==> src/hdl/ahfe_pkg.sv <==
package ahfe_pkg;

   localparam logic [7:0] CHAR_COLON     = 8'h3A;
   localparam logic [7:0] CHAR_CR        = 8'h0D;
   localparam logic [7:0] LF_RESET       = 8'h0A;
   localparam logic [7:0] HEX_DIGIT_BASE = 8'h30;  // '0'
   localparam logic [7:0] HEX_ALPHA_BASE = 8'h37;  // 'A' - 10
   localparam logic [3:0] HEX_MAX_DIGIT  = 4'd9;

   // one frame byte as the back end needs it
   typedef struct packed {
      logic [7:0] data;
      logic       colon;   // first byte of frame: ':' goes ahead
      logic       fin;     // closes the frame: LRC, CR, LF follow
      logic [7:0] lrc;     // valid when fin
   } cmd_type;

   function automatic logic [7:0] hex_char(input logic [3:0] nibble);
      logic [7:0] wide;
      wide = {4'b0000, nibble};
      if (nibble <= HEX_MAX_DIGIT) begin
         return HEX_DIGIT_BASE + wide;
      end
      return HEX_ALPHA_BASE + wide;
   endfunction

endpackage

==> src/hdl/ahfe_front.sv <==
module ahfe_front (
   input  logic               clock,
   input  logic               reset,
   input  logic               req_valid,
   output logic               req_stall,
   input  logic [7:0]         req_frame_byte,
   input  logic               req_last_byte,
   output logic               push,
   output ahfe_pkg::cmd_type  push_cmd,
   input  logic               queue_full
);

   typedef enum logic [1:0] {
      POS_ADDRESS  = 2'd0,
      POS_FUNCTION = 2'd1,
      POS_DATA     = 2'd2
   } pos_type;

   pos_type    pos_ff, pos_in;
   logic [7:0] sum_ff, sum_in;
   logic [7:0] sum_next;
   logic       is_addr;
   logic       accept;

   assign req_stall = queue_full;
   assign accept    = req_valid && !queue_full;
   assign is_addr   = (pos_ff == POS_ADDRESS);
   assign sum_next  = sum_ff + req_frame_byte;

   always_comb begin
      push_cmd.data  = req_frame_byte;
      push_cmd.colon = is_addr;
      push_cmd.fin   = !is_addr && req_last_byte;
      push_cmd.lrc   = 8'h00 - sum_next;
   end

   assign push = accept;

   always_comb begin
      pos_in = pos_ff;
      sum_in = sum_ff;
      if (accept) begin
         sum_in = sum_next;
         case (pos_ff)
            POS_ADDRESS: pos_in = POS_FUNCTION;
            default: begin
               // last flag on the address byte is ignored above
               if (req_last_byte) begin
                  pos_in = POS_ADDRESS;
                  sum_in = 8'h00;
               end else begin
                  pos_in = POS_DATA;
               end
            end
         endcase
      end
   end

   always_ff @(posedge clock) begin
      if (reset) begin
         pos_ff <= POS_ADDRESS;
         sum_ff <= 8'h00;
      end else begin
         pos_ff <= pos_in;
         sum_ff <= sum_in;
      end
   end

`ifndef SYNTH
   a_addr_then_func: assert property (@(posedge clock) disable iff (reset)
      (accept && is_addr) |=> (pos_ff == POS_FUNCTION))
      else $error("address byte not followed by function position");

   a_sum_cleared: assert property (@(posedge clock) disable iff (reset)
      (accept && push_cmd.fin) |=> (sum_ff == 8'h00 && pos_ff == POS_ADDRESS))
      else $error("frame end did not clear sum and position");

   a_lrc_checks: assert property (@(posedge clock) disable iff (reset)
      push |-> ((push_cmd.lrc + sum_next) == 8'h00))
      else $error("lrc is not the complement of the sum");
`endif

endmodule

==> src/hdl/ahfe_queue.sv <==
module ahfe_queue #(
   parameter int DEPTH = 2
) (
   input  logic               clock,
   input  logic               reset,
   input  logic               push,
   input  ahfe_pkg::cmd_type  push_cmd,
   output logic               full,
   input  logic               pop,
   output ahfe_pkg::cmd_type  head,
   output logic               head_valid
);

   localparam int PTR_W = $clog2(DEPTH);
   localparam int CNT_W = $clog2(DEPTH + 1);
   localparam logic [PTR_W-1:0] LAST_PTR = PTR_W'(DEPTH - 1);
   localparam logic [CNT_W-1:0] FULL_CNT = CNT_W'(DEPTH);

   ahfe_pkg::cmd_type entry_ff [DEPTH];
   logic [PTR_W-1:0]  wr_ptr_ff, wr_ptr_in;
   logic [PTR_W-1:0]  rd_ptr_ff, rd_ptr_in;
   logic [CNT_W-1:0]  count_ff, count_in;
   logic              do_push, do_pop;

   assign full       = (count_ff == FULL_CNT);
   assign head_valid = (count_ff != '0);
   assign head       = entry_ff[rd_ptr_ff];
   assign do_push    = push && !full;
   assign do_pop     = pop && head_valid;

   always_comb begin
      wr_ptr_in = wr_ptr_ff;
      rd_ptr_in = rd_ptr_ff;
      count_in  = count_ff;
      if (do_push) begin
         wr_ptr_in = (wr_ptr_ff == LAST_PTR) ? '0 : wr_ptr_ff + 1'b1;
      end
      if (do_pop) begin
         rd_ptr_in = (rd_ptr_ff == LAST_PTR) ? '0 : rd_ptr_ff + 1'b1;
      end
      if (do_push && !do_pop) begin
         count_in = count_ff + 1'b1;
      end else if (do_pop && !do_push) begin
         count_in = count_ff - 1'b1;
      end
   end

   always_ff @(posedge clock) begin
      if (do_push) begin
         entry_ff[wr_ptr_ff] <= push_cmd;
      end
   end

   always_ff @(posedge clock) begin
      if (reset) begin
         wr_ptr_ff <= '0;
         rd_ptr_ff <= '0;
         count_ff  <= '0;
      end else begin
         wr_ptr_ff <= wr_ptr_in;
         rd_ptr_ff <= rd_ptr_in;
         count_ff  <= count_in;
      end
   end

endmodule

==> src/hdl/ahfe_back.sv <==
module ahfe_back (
   input  logic               clock,
   input  logic               reset,
   input  ahfe_pkg::cmd_type  head,
   input  logic               head_valid,
   output logic               pop,
   input  logic [7:0]         line_feed_char,
   output logic               rsp_valid,
   input  logic               rsp_stall,
   output logic [7:0]         rsp_tx_char,
   output logic               rsp_run_last,
   output logic               rsp_frame_done
);

   typedef enum logic [2:0] {
      STEP_COLON  = 3'd0,
      STEP_HI     = 3'd1,
      STEP_LO     = 3'd2,
      STEP_LRC_HI = 3'd3,
      STEP_LRC_LO = 3'd4,
      STEP_CR     = 3'd5,
      STEP_LF     = 3'd6
   } step_type;

   step_type   step_ff, step_in, cur_step;
   logic       rsp_valid_ff, rsp_valid_in;
   logic [7:0] char_ff, char_in;
   logic       run_last_ff, run_last_in;
   logic       done_ff, done_in;
   logic       load;
   logic       last_step;

   assign load = head_valid && (!rsp_valid_ff || !rsp_stall);

   // no colon on bytes after the address: start straight at the high nibble
   assign cur_step = (step_ff == STEP_COLON && !head.colon) ? STEP_HI : step_ff;
   assign last_step = (cur_step == STEP_LO && !head.fin) || (cur_step == STEP_LF);

   always_comb begin
      case (cur_step)
         STEP_COLON:  char_in = ahfe_pkg::CHAR_COLON;
         STEP_HI:     char_in = ahfe_pkg::hex_char(head.data[7:4]);
         STEP_LO:     char_in = ahfe_pkg::hex_char(head.data[3:0]);
         STEP_LRC_HI: char_in = ahfe_pkg::hex_char(head.lrc[7:4]);
         STEP_LRC_LO: char_in = ahfe_pkg::hex_char(head.lrc[3:0]);
         STEP_CR:     char_in = ahfe_pkg::CHAR_CR;
         STEP_LF:     char_in = line_feed_char;
         default:     char_in = ahfe_pkg::CHAR_CR;
      endcase
   end

   always_comb begin
      case (cur_step)
         STEP_COLON:  step_in = STEP_HI;
         STEP_HI:     step_in = STEP_LO;
         STEP_LO:     step_in = head.fin ? STEP_LRC_HI : STEP_COLON;
         STEP_LRC_HI: step_in = STEP_LRC_LO;
         STEP_LRC_LO: step_in = STEP_CR;
         STEP_CR:     step_in = STEP_LF;
         default:     step_in = STEP_COLON;
      endcase
      if (!load) begin
         step_in = step_ff;
      end
   end

   assign run_last_in  = last_step;
   assign done_in      = (cur_step == STEP_LF);
   assign rsp_valid_in = load ? 1'b1 : (rsp_valid_ff && rsp_stall);
   assign pop          = load && last_step;

   always_ff @(posedge clock) begin
      if (reset) begin
         step_ff      <= STEP_COLON;
         rsp_valid_ff <= 1'b0;
      end else begin
         step_ff      <= step_in;
         rsp_valid_ff <= rsp_valid_in;
      end
   end

   always_ff @(posedge clock) begin
      if (load) begin
         char_ff     <= char_in;
         run_last_ff <= run_last_in;
         done_ff     <= done_in;
      end
   end

   assign rsp_valid      = rsp_valid_ff;
   assign rsp_tx_char    = char_ff;
   assign rsp_run_last   = run_last_ff;
   assign rsp_frame_done = done_ff;

`ifndef SYNTH
   a_done_is_last: assert property (@(posedge clock) disable iff (reset)
      (rsp_valid_ff && done_ff) |-> run_last_ff)
      else $error("frame end word not marked last");

   a_step_rewinds: assert property (@(posedge clock) disable iff (reset)
      pop |=> (step_ff == STEP_COLON))
      else $error("sequencer did not rewind after a byte");

   a_hold_stalled: assert property (@(posedge clock) disable iff (reset)
      (!load && rsp_valid_ff) |=> $stable(step_ff))
      else $error("sequencer moved without loading a word");
`endif

endmodule

==> src/hdl/ascii_hex_frame_encoder_lrc.sv <==
// Channel   Direction  Handshake                  Payload
// req       in         req_valid / req_stall      req_frame_byte, req_last_byte
// rsp       out        rsp_valid / rsp_stall      rsp_tx_char, rsp_run_last, rsp_frame_done
// csr       in         APB, pready tied high      line_feed_char at byte address 0
//
// One character leaves per cycle while rsp_stall is low; a byte takes 2, 3 (address)
// or 6 (closing byte) characters of the output sequencer, which sets the sustained rate.
// The front end accepts a byte per cycle until the QUEUE_DEPTH-entry queue is full.
// First character of a byte reaches rsp through the queue and then the output register.
// Reset is synchronous: frame position and sum cleared, line feed back to 0x0A.
// rsp_stall holds the output register and, once the queue fills, req_stall rises.
module ascii_hex_frame_encoder_lrc #(
   parameter int QUEUE_DEPTH = 2
) (
   input  logic        clock,
   input  logic        reset,
   input  logic        req_valid,
   output logic        req_stall,
   input  logic [7:0]  req_frame_byte,
   input  logic        req_last_byte,
   output logic        rsp_valid,
   input  logic        rsp_stall,
   output logic [7:0]  rsp_tx_char,
   output logic        rsp_run_last,
   output logic        rsp_frame_done,
   input  logic        csr_psel,
   input  logic        csr_penable,
   input  logic        csr_pwrite,
   input  logic [2:0]  csr_paddr,
   input  logic [31:0] csr_pwdata,
   output logic [31:0] csr_prdata,
   output logic        csr_pready
);

   localparam logic [2:0] ADDR_LINE_FEED = 3'd0;

   ahfe_pkg::cmd_type push_cmd, head;
   logic              push, queue_full, pop, head_valid;
   logic [7:0]        lf_ff;
   logic              csr_write;
   logic              sel_lf;

   assign csr_pready = 1'b1;
   assign sel_lf     = (csr_paddr == ADDR_LINE_FEED);
   assign csr_write  = csr_psel && csr_penable && csr_pwrite;
   assign csr_prdata = sel_lf ? {24'h000000, lf_ff} : 32'h00000000;

   always_ff @(posedge clock) begin
      if (reset) begin
         lf_ff <= ahfe_pkg::LF_RESET;
      end else if (csr_write && sel_lf) begin
         lf_ff <= csr_pwdata[7:0];
      end
   end

   ahfe_front u_front (
      .clock          (clock),
      .reset          (reset),
      .req_valid      (req_valid),
      .req_stall      (req_stall),
      .req_frame_byte (req_frame_byte),
      .req_last_byte  (req_last_byte),
      .push           (push),
      .push_cmd       (push_cmd),
      .queue_full     (queue_full)
   );

   ahfe_queue #(
      .DEPTH (QUEUE_DEPTH)
   ) u_queue (
      .clock      (clock),
      .reset      (reset),
      .push       (push),
      .push_cmd   (push_cmd),
      .full       (queue_full),
      .pop        (pop),
      .head       (head),
      .head_valid (head_valid)
   );

   ahfe_back u_back (
      .clock          (clock),
      .reset          (reset),
      .head           (head),
      .head_valid     (head_valid),
      .pop            (pop),
      .line_feed_char (lf_ff),
      .rsp_valid      (rsp_valid),
      .rsp_stall      (rsp_stall),
      .rsp_tx_char    (rsp_tx_char),
      .rsp_run_last   (rsp_run_last),
      .rsp_frame_done (rsp_frame_done)
   );

endmodule
==> config.mk <==
export PLATFORM = sky130hd
export DESIGN_NAME = ascii_hex_frame_encoder_lrc
export DESIGN_NICKNAME = d
export VERILOG_FILES = /design/src/hdl/ahfe_pkg.sv /design/src/hdl/ahfe_front.sv /design/src/hdl/ahfe_queue.sv /design/src/hdl/ahfe_back.sv /design/src/hdl/ascii_hex_frame_encoder_lrc.sv
export SDC_FILE = /design/constraint.sdc
export NUM_CORES = 1
export LEC_CHECK = 0
export BUFFER_PORTS_ARGS = -buffer_cell sky130_fd_sc_hd__buf_2
export CAP_MARGIN = 20
export CORE_MARGIN = 5
export CORE_UTILIZATION = 49
export CTS_CLUSTER_DIAMETER = 30
export DETAILED_ROUTE_END_ITERATION = 16
export PLACE_DENSITY = 0.73
export SYNTH_ARGS = -nofsm -noshare
export SYNTH_HDL_FRONTEND = slang
export SYNTH_HIERARCHICAL = 1
export SYNTH_SLANG_ARGS = --single-unit
==> constraint.sdc <==
create_clock -name clock -period 3.6 [get_ports clock]
set_clock_uncertainty 0.15 [all_clocks]
set_input_delay 0.18 -clock clock [delete_from_list [all_inputs] [get_ports clock]]
set_output_delay 0.18 -clock clock [all_outputs]
set_load 0.03 [all_outputs]
* Yosys cells after proc, flatten, opt, wreduce, memory -nomap -nowiden
Memory sizes are Yosys's and may differ from the RTL's. A register that Yosys moved wholly into a read port is not among the register bits.
Cells that the tools add are included.
** Storage, ports and cells
- Memories kept :: 1
- RAM bits :: 36
- Input port bits :: 51
- Register bits after elaboration :: 36
- Output and inout bits :: 45
** Cells by class
- Add/subtract/negate cells :: 14
- Muxes and demuxes :: 34
- Order comparisons :: 4
- Reduce and logical (&&, ||, !) cells :: 30
- Eq/ne operators :: 7
** Memory list
- u_queue.entry_ff :: depth 2, bits a word 18, rd ports 1, clocked after memory_dff 1, wr ports 1, RTL line ahfe_queue.sv:19 : ahfe_pkg::cmd_type entry_ff [DEPTH];
** Operators with widths (number)
- 2-to-1 mux 8 bit :: 11
- adder 6 x 4 -> 7 bit, first input constant :: 8
- case mux 8 bit (6 select lines) :: 1
- case mux 3 bit (6 select lines) :: 1
- less-or-equal comparator 4 bit, second input constant :: 4
- 2-to-1 mux 1 bit :: 15
- logical AND 1 bit :: 14
- 2-to-1 mux 2 bit :: 5
- equality test 3 bit, second input constant :: 3
- zero test 3 bit :: 3
- adder 8 bit :: 1
- zero test 1 bit :: 8
- subtractor 1 x 8 -> 8 bit, first input constant :: 1
- equality test 3 x 2 -> 1 bit, second input constant :: 2
- nonzero test 2 bit :: 2
- equality test 3 x 1 -> 1 bit, second input constant :: 1
- 2-to-1 mux 3 bit :: 1
- adder 1 bit, second input constant :: 2
- adder 2 x 1 -> 2 bit, second input constant :: 1
- equality test 2 bit, second input constant :: 1
- zero test 2 bit :: 1
- logical OR 1 bit :: 2
- subtractor 2 x 1 -> 2 bit, second input constant :: 1

* Depth between registers and ports, before layout
Gate-level depths: netlist of run 1.
- Depth after elaboration :: 11
- Mapped depth :: 11
- Depth with buffers taken out :: 9

* Hierarchy
The synthesis of run 1 kept the hierarchy.
** Modules (own cells, without submodules)
- ahfe_queue :: cells each 81, area an instance 1516.5 um^2, times used 1, sequential area each 1181.1 um^2
- ahfe_back :: cells each 145, area an instance 1217.4 um^2, times used 1, sequential area each 380.4 um^2
- ahfe_front :: cells each 103, area an instance 853.3 um^2, times used 1, sequential area each 200.2 um^2
- ascii_hex_frame_encoder_lrc :: cells each 71, area an instance 636.9 um^2, times used 1, sequential area each 160.2 um^2

* Worst setup path after synthesis of run 1
Ideal clock, no wire load.
- Path type :: register to register
- Start point :: register (tool-made name)
- End point :: register u_queue.count_ff[1]
- Setup slack :: 1063 ps
- Required time :: 3380 ps
- Stages on the path, launching flop included :: 11
- Arrival time :: 2317 ps
- Library setup time :: 70 ps
- Cell sequence :: dfxtp_1 buf_2 buf_4 mux2_2 nor2b_1 nor3_1 and2_1 o21ai_0 ha_1 or3_1 a21oi_1
** RTL lines
- end signal: assignment :: RTL line ahfe_queue.sv:62 : count_ff <= count_in;
- end: declaration :: RTL line ahfe_queue.sv:22 : logic [CNT_W-1:0] count_ff, count_in;

==> impl_metrics.csv, run 1 <==
group,metric,value,unit
cells_and_area,drive_above_1_share,23.8,%
place,gp_congestion,0.924,
timing,worst_pin_slew,0.852,ns
logic_synthesis,syn_avg_cell_area,10.6,µm²
power_and_ir_drop,ir_drop,435,µV
logic_synthesis,synthXorXnorAreaFrac,3.32,%
floorplanning,io_pins,96,
worst_hold_path,min_delay_path_depth,3,
cts,holdBufCountCts,18,
place,placed_cells,529,
logic_synthesis,synth-compound-area-share,12.3,%
floorplanning,die_h,103,µm
power_and_ir_drop,p_clk_share,18.5,%
detailed_routing,vias,2978,
timing,fmax,365,MHz
cells_and_area,nNetsFinal,522,
logic_synthesis,synth.yosys.warnings,6,
floorplanning,die-area,10600,µm²
timing,relSlewSlack,43.2,%
worst_setup_path,start_kind,"input port",
global_route,antenna_found_initial,0,
timing,period_share,76.2,%
logic_synthesis,ys_seq_area_share,45.5,%
worst_setup_path,crit_fanout,4,
worst_setup_path,end_kind,"flip-flop",
floorplanning,die_w,103,µm
logic_synthesis,synthMuxAreaShare,6.93,%
logic_synthesis,synth.distinct_cells,65,
cells_and_area,postLayoutCoreUtil,56.8,%
worst_setup_path,worstSetupPathType,"input port to flip-flop",
timing,setup_viol,0,
cts,insertion_delay,0.34,ns
logic_synthesis,synth.area.top_cells,"edfxtp_1 33%, dfxtp_1 13%, buf_4 6.8%, ha_1 5.0%, mux2_2 4.8%",
timing,timing.hold.ws,0.136,ns
cts,cts_setup_buffers,0,
floorplanning,row_count,33,
timing,tns,0,ns
global_route,grt_pass1_vias,2740,
worst_hold_path,worstHoldEndpoint,"lf_ff[3]$_SDFFE_PP1P_",
worst_setup_path,crit_path_max_incr_delay,0.53,ns
floorplanning,core_area,8300,µm²
place,dp_hpwl,6.16,mm
cts,cts_buffers,9,
worst_setup_path,cp.arrival,2.68,ns
worst_hold_path,hold_start,"csr_penable",
logic_synthesis,netlist.area_leader.share,32.7,%
logic_synthesis,async_flop_share,0,%
detailed_routing,routed_wl,8.22,mm
global_route,gr-total-overflow,0,
power_and_ir_drop,power.switching,1.39,mW
power_and_ir_drop,leakage,1.91,nW
cts,cts_sinks,73,
cts,clockBufferDepth,2,
cells_and_area,area_growth_syn_to_layout,11.6,%
global_route,grt_pass1_wl,13.1,mm
logic_synthesis,yosys.area_share.adder,5.51,%
worst_setup_path,r2r_cells,9,
detailed_routing,avgRoutedWirePerCell,14.6,µm
outcome,outcome,"complete, no violations",
logic_synthesis,synth_edf_count,46,
logic_synthesis,synth_area,4220,µm²
cts,htree_levels,3,
timing,period_needed,2.74,ns
cells_and_area,final_cell_mix,"46 x buf_2, 46 x edfxtp_1, 28 x nand2_1, 27 x dfxtp_1",
logic_synthesis,synth_ff_type,"edfxtp_1",
power_and_ir_drop,internal_power,2.07,mW
power_and_ir_drop,p_seq_share,38.4,%
global_route,grt_max_degree,37,
timing,drv_slew,0,
power_and_ir_drop,total_power,3.46,mW
timing,hold_viol,0,
worst_hold_path,hold_path_class,"input port to flip-flop",
worst_setup_path,cpMaxStageDelayCell,"dlygate4sd3_1",
floorplanning,initial_core_util,50.9,%
detailed_routing,drtPass1Iterations,4,
cts,clockRootBuffer,"clkbuf_8",
cts,cts_resized,0,
worst_setup_path,r2r_setup_slack,0.90,ns
cells_and_area,fin_cells,563,
place,portBuffers,46,
power_and_ir_drop,p_per_area,735,nW/µm²
logic_synthesis,synth-seq-cells,73,
logic_synthesis,yosysTopAreaCell,"edfxtp_1",
detailed_routing,ant_nets,0,
logic_synthesis,yosys.area_share.simple,15.8,%
power_and_ir_drop,p_sw_share,40.1,%
worst_setup_path,cp.required,3.54,ns
logic_synthesis,synth_top_family_by_area,"simple AND/OR/NAND/NOR gates",
cells_and_area,diodes,0,
global_route,grtUsageTotal,15.9,%
detailed_routing,via_per_inst,5.29,
cts,cts_tree,"yes",
worst_setup_path,timing.rr.end,"u_queue/count_ff[1]$_SDFFE_PP0P_",
logic_synthesis,synth_cells,400,
timing,rsz0062_at_grt,"false",
detailed_routing,drt_first_iter_violations,122,
cts,path_clk_slew,0.08,ns
run,maxCapViolations,0,
power_and_ir_drop,combPwrFrac,43.1,%
detailed_routing,drc_errors,0,
worst_setup_path,crit_chain,"dlygate4sd3_1 > buf_2 > ha_1 > fa_1 > xor2_1 > or3_1 > o21ba_2 > nor4b_2 > xnor2_1",
==> worst max path at each step <==
stage,end,from
floorplan,u_queue/count_ff[1]$_SDFFE_PP0P_,flip-flop
global placement,u_queue/count_ff[1]$_SDFFE_PP0P_,flip-flop
detailed placement,u_queue/count_ff[1]$_SDFFE_PP0P_,flip-flop
CTS,u_queue/count_ff[1]$_SDFFE_PP0P_,flip-flop
global route,u_queue/count_ff[1]$_SDFFE_PP0P_,flip-flop
finish,u_queue/entry_ff[0][7]$_DFFE_PP_,req_frame_byte[0]
==> worst max-delay path, delay by kind of cell <==
| kind | cells | cell delay [ns] |
|---|---|---|
| compound gates | 1 | 0.26 |
| simple gates | 2 | 0.60 |
| fa+ha+maj | 2 | 0.63 |
| xor+xnor | 2 | 0.34 |
| buf+inv | 2 | 0.67 |
==> power by group through the flow <==
stage / registers (mW) / clock network (mW) / logic [mW]
final: 1.33 / 0.640 / 1.49
after global routing: 1.36 / 0.692 / 1.65
after CTS: 1.33 / 0.664 / 1.49
after detailed placement: 1.35 / 0 / 1.47
after global placement: 1.34 / 0 / 1.42
after floorplan: 1.44 / 0 / 1.08
==> synth_stat cells (3+ instances only) <==
cell       instances
buf_4             38
inv_1             21
xnor2_1           11
and3_1             4
nand3_1            8
ha_1              17
buf_2              3
o31ai_1            3
mux2_2            18
a21oi_1           15
mux2i_1            9
o21a_1             3
nand2_1           28
o2111ai_1          3
nor3_1             7
and2_2             8
nor2_1            25
clkbuf_1           3
a22oi_1            6
a21boi_0           3
nand2b_1          13
dfxtp_1           27
edfxtp_1          46
o21ai_0           15
o211ai_1           4
and2_1             4
xor2_1             5
or3_1              5
==> kinds of logic (layout without fill, tap and decap cells) <==
group / count (synthesis) / after routing
simple gates: 120 / 120
compound gates: 74 / 74
flops: 73 / 73
buf+inv: 70 / 105
mux: 27 / 27
fa+ha+maj: 18 / 18
xor+xnor: 16 / 16
other cells: 2 / 25
==> layer usage <==
metal	share of wire (%)	global-route usage (%)	up-vias
li1	-	-	1470
met1	42	20.2	1389
met2	51	27.0	113
met3	7.3	2.77	6
met4	0.47	6.18	0
met5	0	0	-
==> sequential cells by signal (all words and copies together) (netlist names), 2 cells and up, named ones only <==
register and count:
u_front/sum_ff 8, lf_ff 8, u_queue/entry_ff 36, u_queue/count_ff 2, u_front/pos_ff 2, u_back/rsp_tx_char 8, u_back/step_ff 3
==> cell type report <==
type	instances	area, µm²
Inverter	23	88.8
Sequential cell	73	1920
Tap cell	105	131
Clock buffer	9	124
Clock inverter	7	76.3
Multi-Input combinational cell	280	1950
Timing Repair Buffer	66	425
Fill cell	721	3590
==> through the flow <==
| step | area (µm²) | worst slack, ns |
|---|---|---|
| floorplan | 4310 | 1.06 |
| global placement | 4330 | 0.984 |
| detailed placement | 4330 | 0.933 |
| CTS | 4710 | 0.879 |
| global route | 4710 | 0.665 |
| finish | 4710 | 0.857 |
No activity file was read; power rests on OpenSTA's default activity.
==> inputs of run 2 (changes only) <==
- clock period: 3.6 -> 2.6 ns (I/O delays scaled with it)
==> impl_metrics.csv, run 2 (same netlist as run 1, synthesis figures left out) <==
group,metric,value,unit
outcome,outcome,"complete, no violations",
worst_setup_path,cp.arrival,2.43,ns
cts,htree_levels,3,
cells_and_area,design_area,4810,µm²
timing,fmax,399,MHz
timing,worst_pin_slew,0.607,ns
cells_and_area,nNetsFinal,531,
cts,cts_tree,"yes",
place,dp_hpwl,6.15,mm
place,portBuffers,46,
cells_and_area,diodes,0,
detailed_routing,wl_met3,488,µm
worst_setup_path,start_kind,"input port",
timing,drv_slew,0,
timing,relSlewSlack,59.3,%
place,gp_congestion,0.910,
power_and_ir_drop,leakage,1.97,nW
worst_setup_path,r2r_setup_slack,0.11,ns
cts,clockBufferDepth,2,
cts,insertion_delay,0.33,ns
detailed_routing,wl_met1,3.56,mm
power_and_ir_drop,power.switching,1.92,mW
detailed_routing,via_per_inst,5.33,
floorplanning,die-area,10600,µm²
global_route,grt_pass1_vias,2928,
timing,period_share,96.4,%
run,maxCapViolations,0,
timing,timing.hold.ws,0.0898,ns
detailed_routing,drt_first_iter_violations,125,
cts,clockRootBuffer,"clkbuf_8",
floorplanning,core_area,8300,µm²
cells_and_area,area_growth_syn_to_layout,13.8,%
power_and_ir_drop,ir_drop,647,µV
cells_and_area,drive_above_1_share,25.1,%
worst_setup_path,crit_fanout,4,
worst_setup_path,cp.required,2.53,ns
detailed_routing,wl_met2,4.19,mm
global_route,grt_max_degree,37,
place,placed_area,4410,µm²
global_route,grtUsageTotal,16.2,%
cells_and_area,n_fill_cell,710,
timing,setup_viol,0,
timing,hold_viol,0,
worst_setup_path,end_kind,"flip-flop",
detailed_routing,drtPass1Iterations,4,
power_and_ir_drop,p_sw_share,39.3,%
floorplanning,die_h,103,µm
power_and_ir_drop,p_clk_share,17.4,%
floorplanning,io_pins,96,
power_and_ir_drop,internal_power,2.97,mW
detailed_routing,ant_nets,0,
detailed_routing,routed_wl,8.35,mm
global_route,gr-total-overflow,0,
detailed_routing,top_layer_used,"met4",
timing,period_needed,2.51,ns
detailed_routing,drc_errors,0,
power_and_ir_drop,p_per_area,1020,nW/µm²
global_route,antenna_found_initial,0,
worst_hold_path,hold_path_class,"input port to flip-flop",
cts,cts_buffers,9,
cells_and_area,final_cell_mix,"46 x buf_2, 46 x edfxtp_1, 28 x nand2_1, 26 x dfxtp_1",
cts,path_clk_slew,0.07,ns
detailed_routing,vias,3043,
cts,cts_sinks,73,
detailed_routing,avgRoutedWirePerCell,14.6,µm
cells_and_area,largest_register_ffs,36,
floorplanning,initial_core_util,50.9,%
worst_setup_path,worstSetupPathType,"input port to flip-flop",
place,placed_cells,537,
cells_and_area,regMostFlops,"u_queue/entry_ff",
global_route,grt_pass1_wl,13.5,mm
floorplanning,row_count,33,
floorplanning,die_w,103,µm
power_and_ir_drop,combPwrFrac,46.0,%
power_and_ir_drop,p_seq_share,36.6,%
cells_and_area,fin_cells,571,
run 2: worst paths after layout:
kind / from / cells past startpoint / end
worst max-delay path: req_frame_byte[1] / 8 / u_queue/entry_ff[1][7]$_DFFE_PP_
worst min-delay path: req_valid / 5 / u_front/pos_ff[0]$_SDFFE_PP0P_
worst min register to register: u_front/sum_ff[2]$_SDFFE_PP0P_ / 2 / u_front/sum_ff[2]$_SDFFE_PP0P_
worst max register to register: u_front/sum_ff[0]$_SDFFE_PP0P_ / 7 / u_queue/entry_ff[1][7]$_DFFE_PP_
run 2: critical path, cell delays in order:
cell,delay (ns)
dlygate4sd3_1,0.54
buf_2,0.16
fa_1,0.47
xor2_1,0.21
or3_4,0.37
o21ba_2,0.24
nor4b_2,0.21
xnor2_1,0.11
run 2: through the flow:
step	TNS, ns	worst slack [ns]	utilization, %	total power [mW]
after floorplan	0	0.0634	-	3.49
after global placement	0	0.137	53.1	3.89
after detailed placement	0	0.0599	53.1	3.97
after CTS	0	0.0208	57.5	4.86
after global routing	-0.0868	-0.0434	57.9	5.22
final	0	0.0942	57.9	4.89
run 2: layer usage:
layer,track usage (%),vias up
met5,0,-
met2,27.6,95
met1,20.2,1443
li1,-,1488
met4,5.58,0
met3,4.06,17
run 2: layout make-up:
cell class	count	area, µm²	share of cell area, %
well taps	105	131	2.73
flip-flops and latches	73	1920	40.0
clock inverters	3	41.3	0.859
multi-input cells	280	1970	41.0
inverters	23	88.8	1.85
repair buffers	75	505	10.5
clock buffers	12	145	3.02
run 2: what timing repair did:
| action | 4_1_cts | 5_1_grt |
|---|---|---|
| endpoints found under the setup margin | 0 | 8 |
| endpoints found under the hold margin | 26 | 0 |
| hold buffers | 18 | 0 |
| setup buffers | 0 | 1 |
| gates resized for setup | 0 | 6 |
run 2: power by group through the flow:
stage               combinational, mW  sequential (mW)  clock [mW]
floorplan                        1.50             1.99           0
global placement                 2.08             1.80           0
detailed placement               2.15             1.82           0
CTS                              2.19             1.79       0.875
global route                     2.47             1.82       0.929
finish                           2.25             1.79       0.850
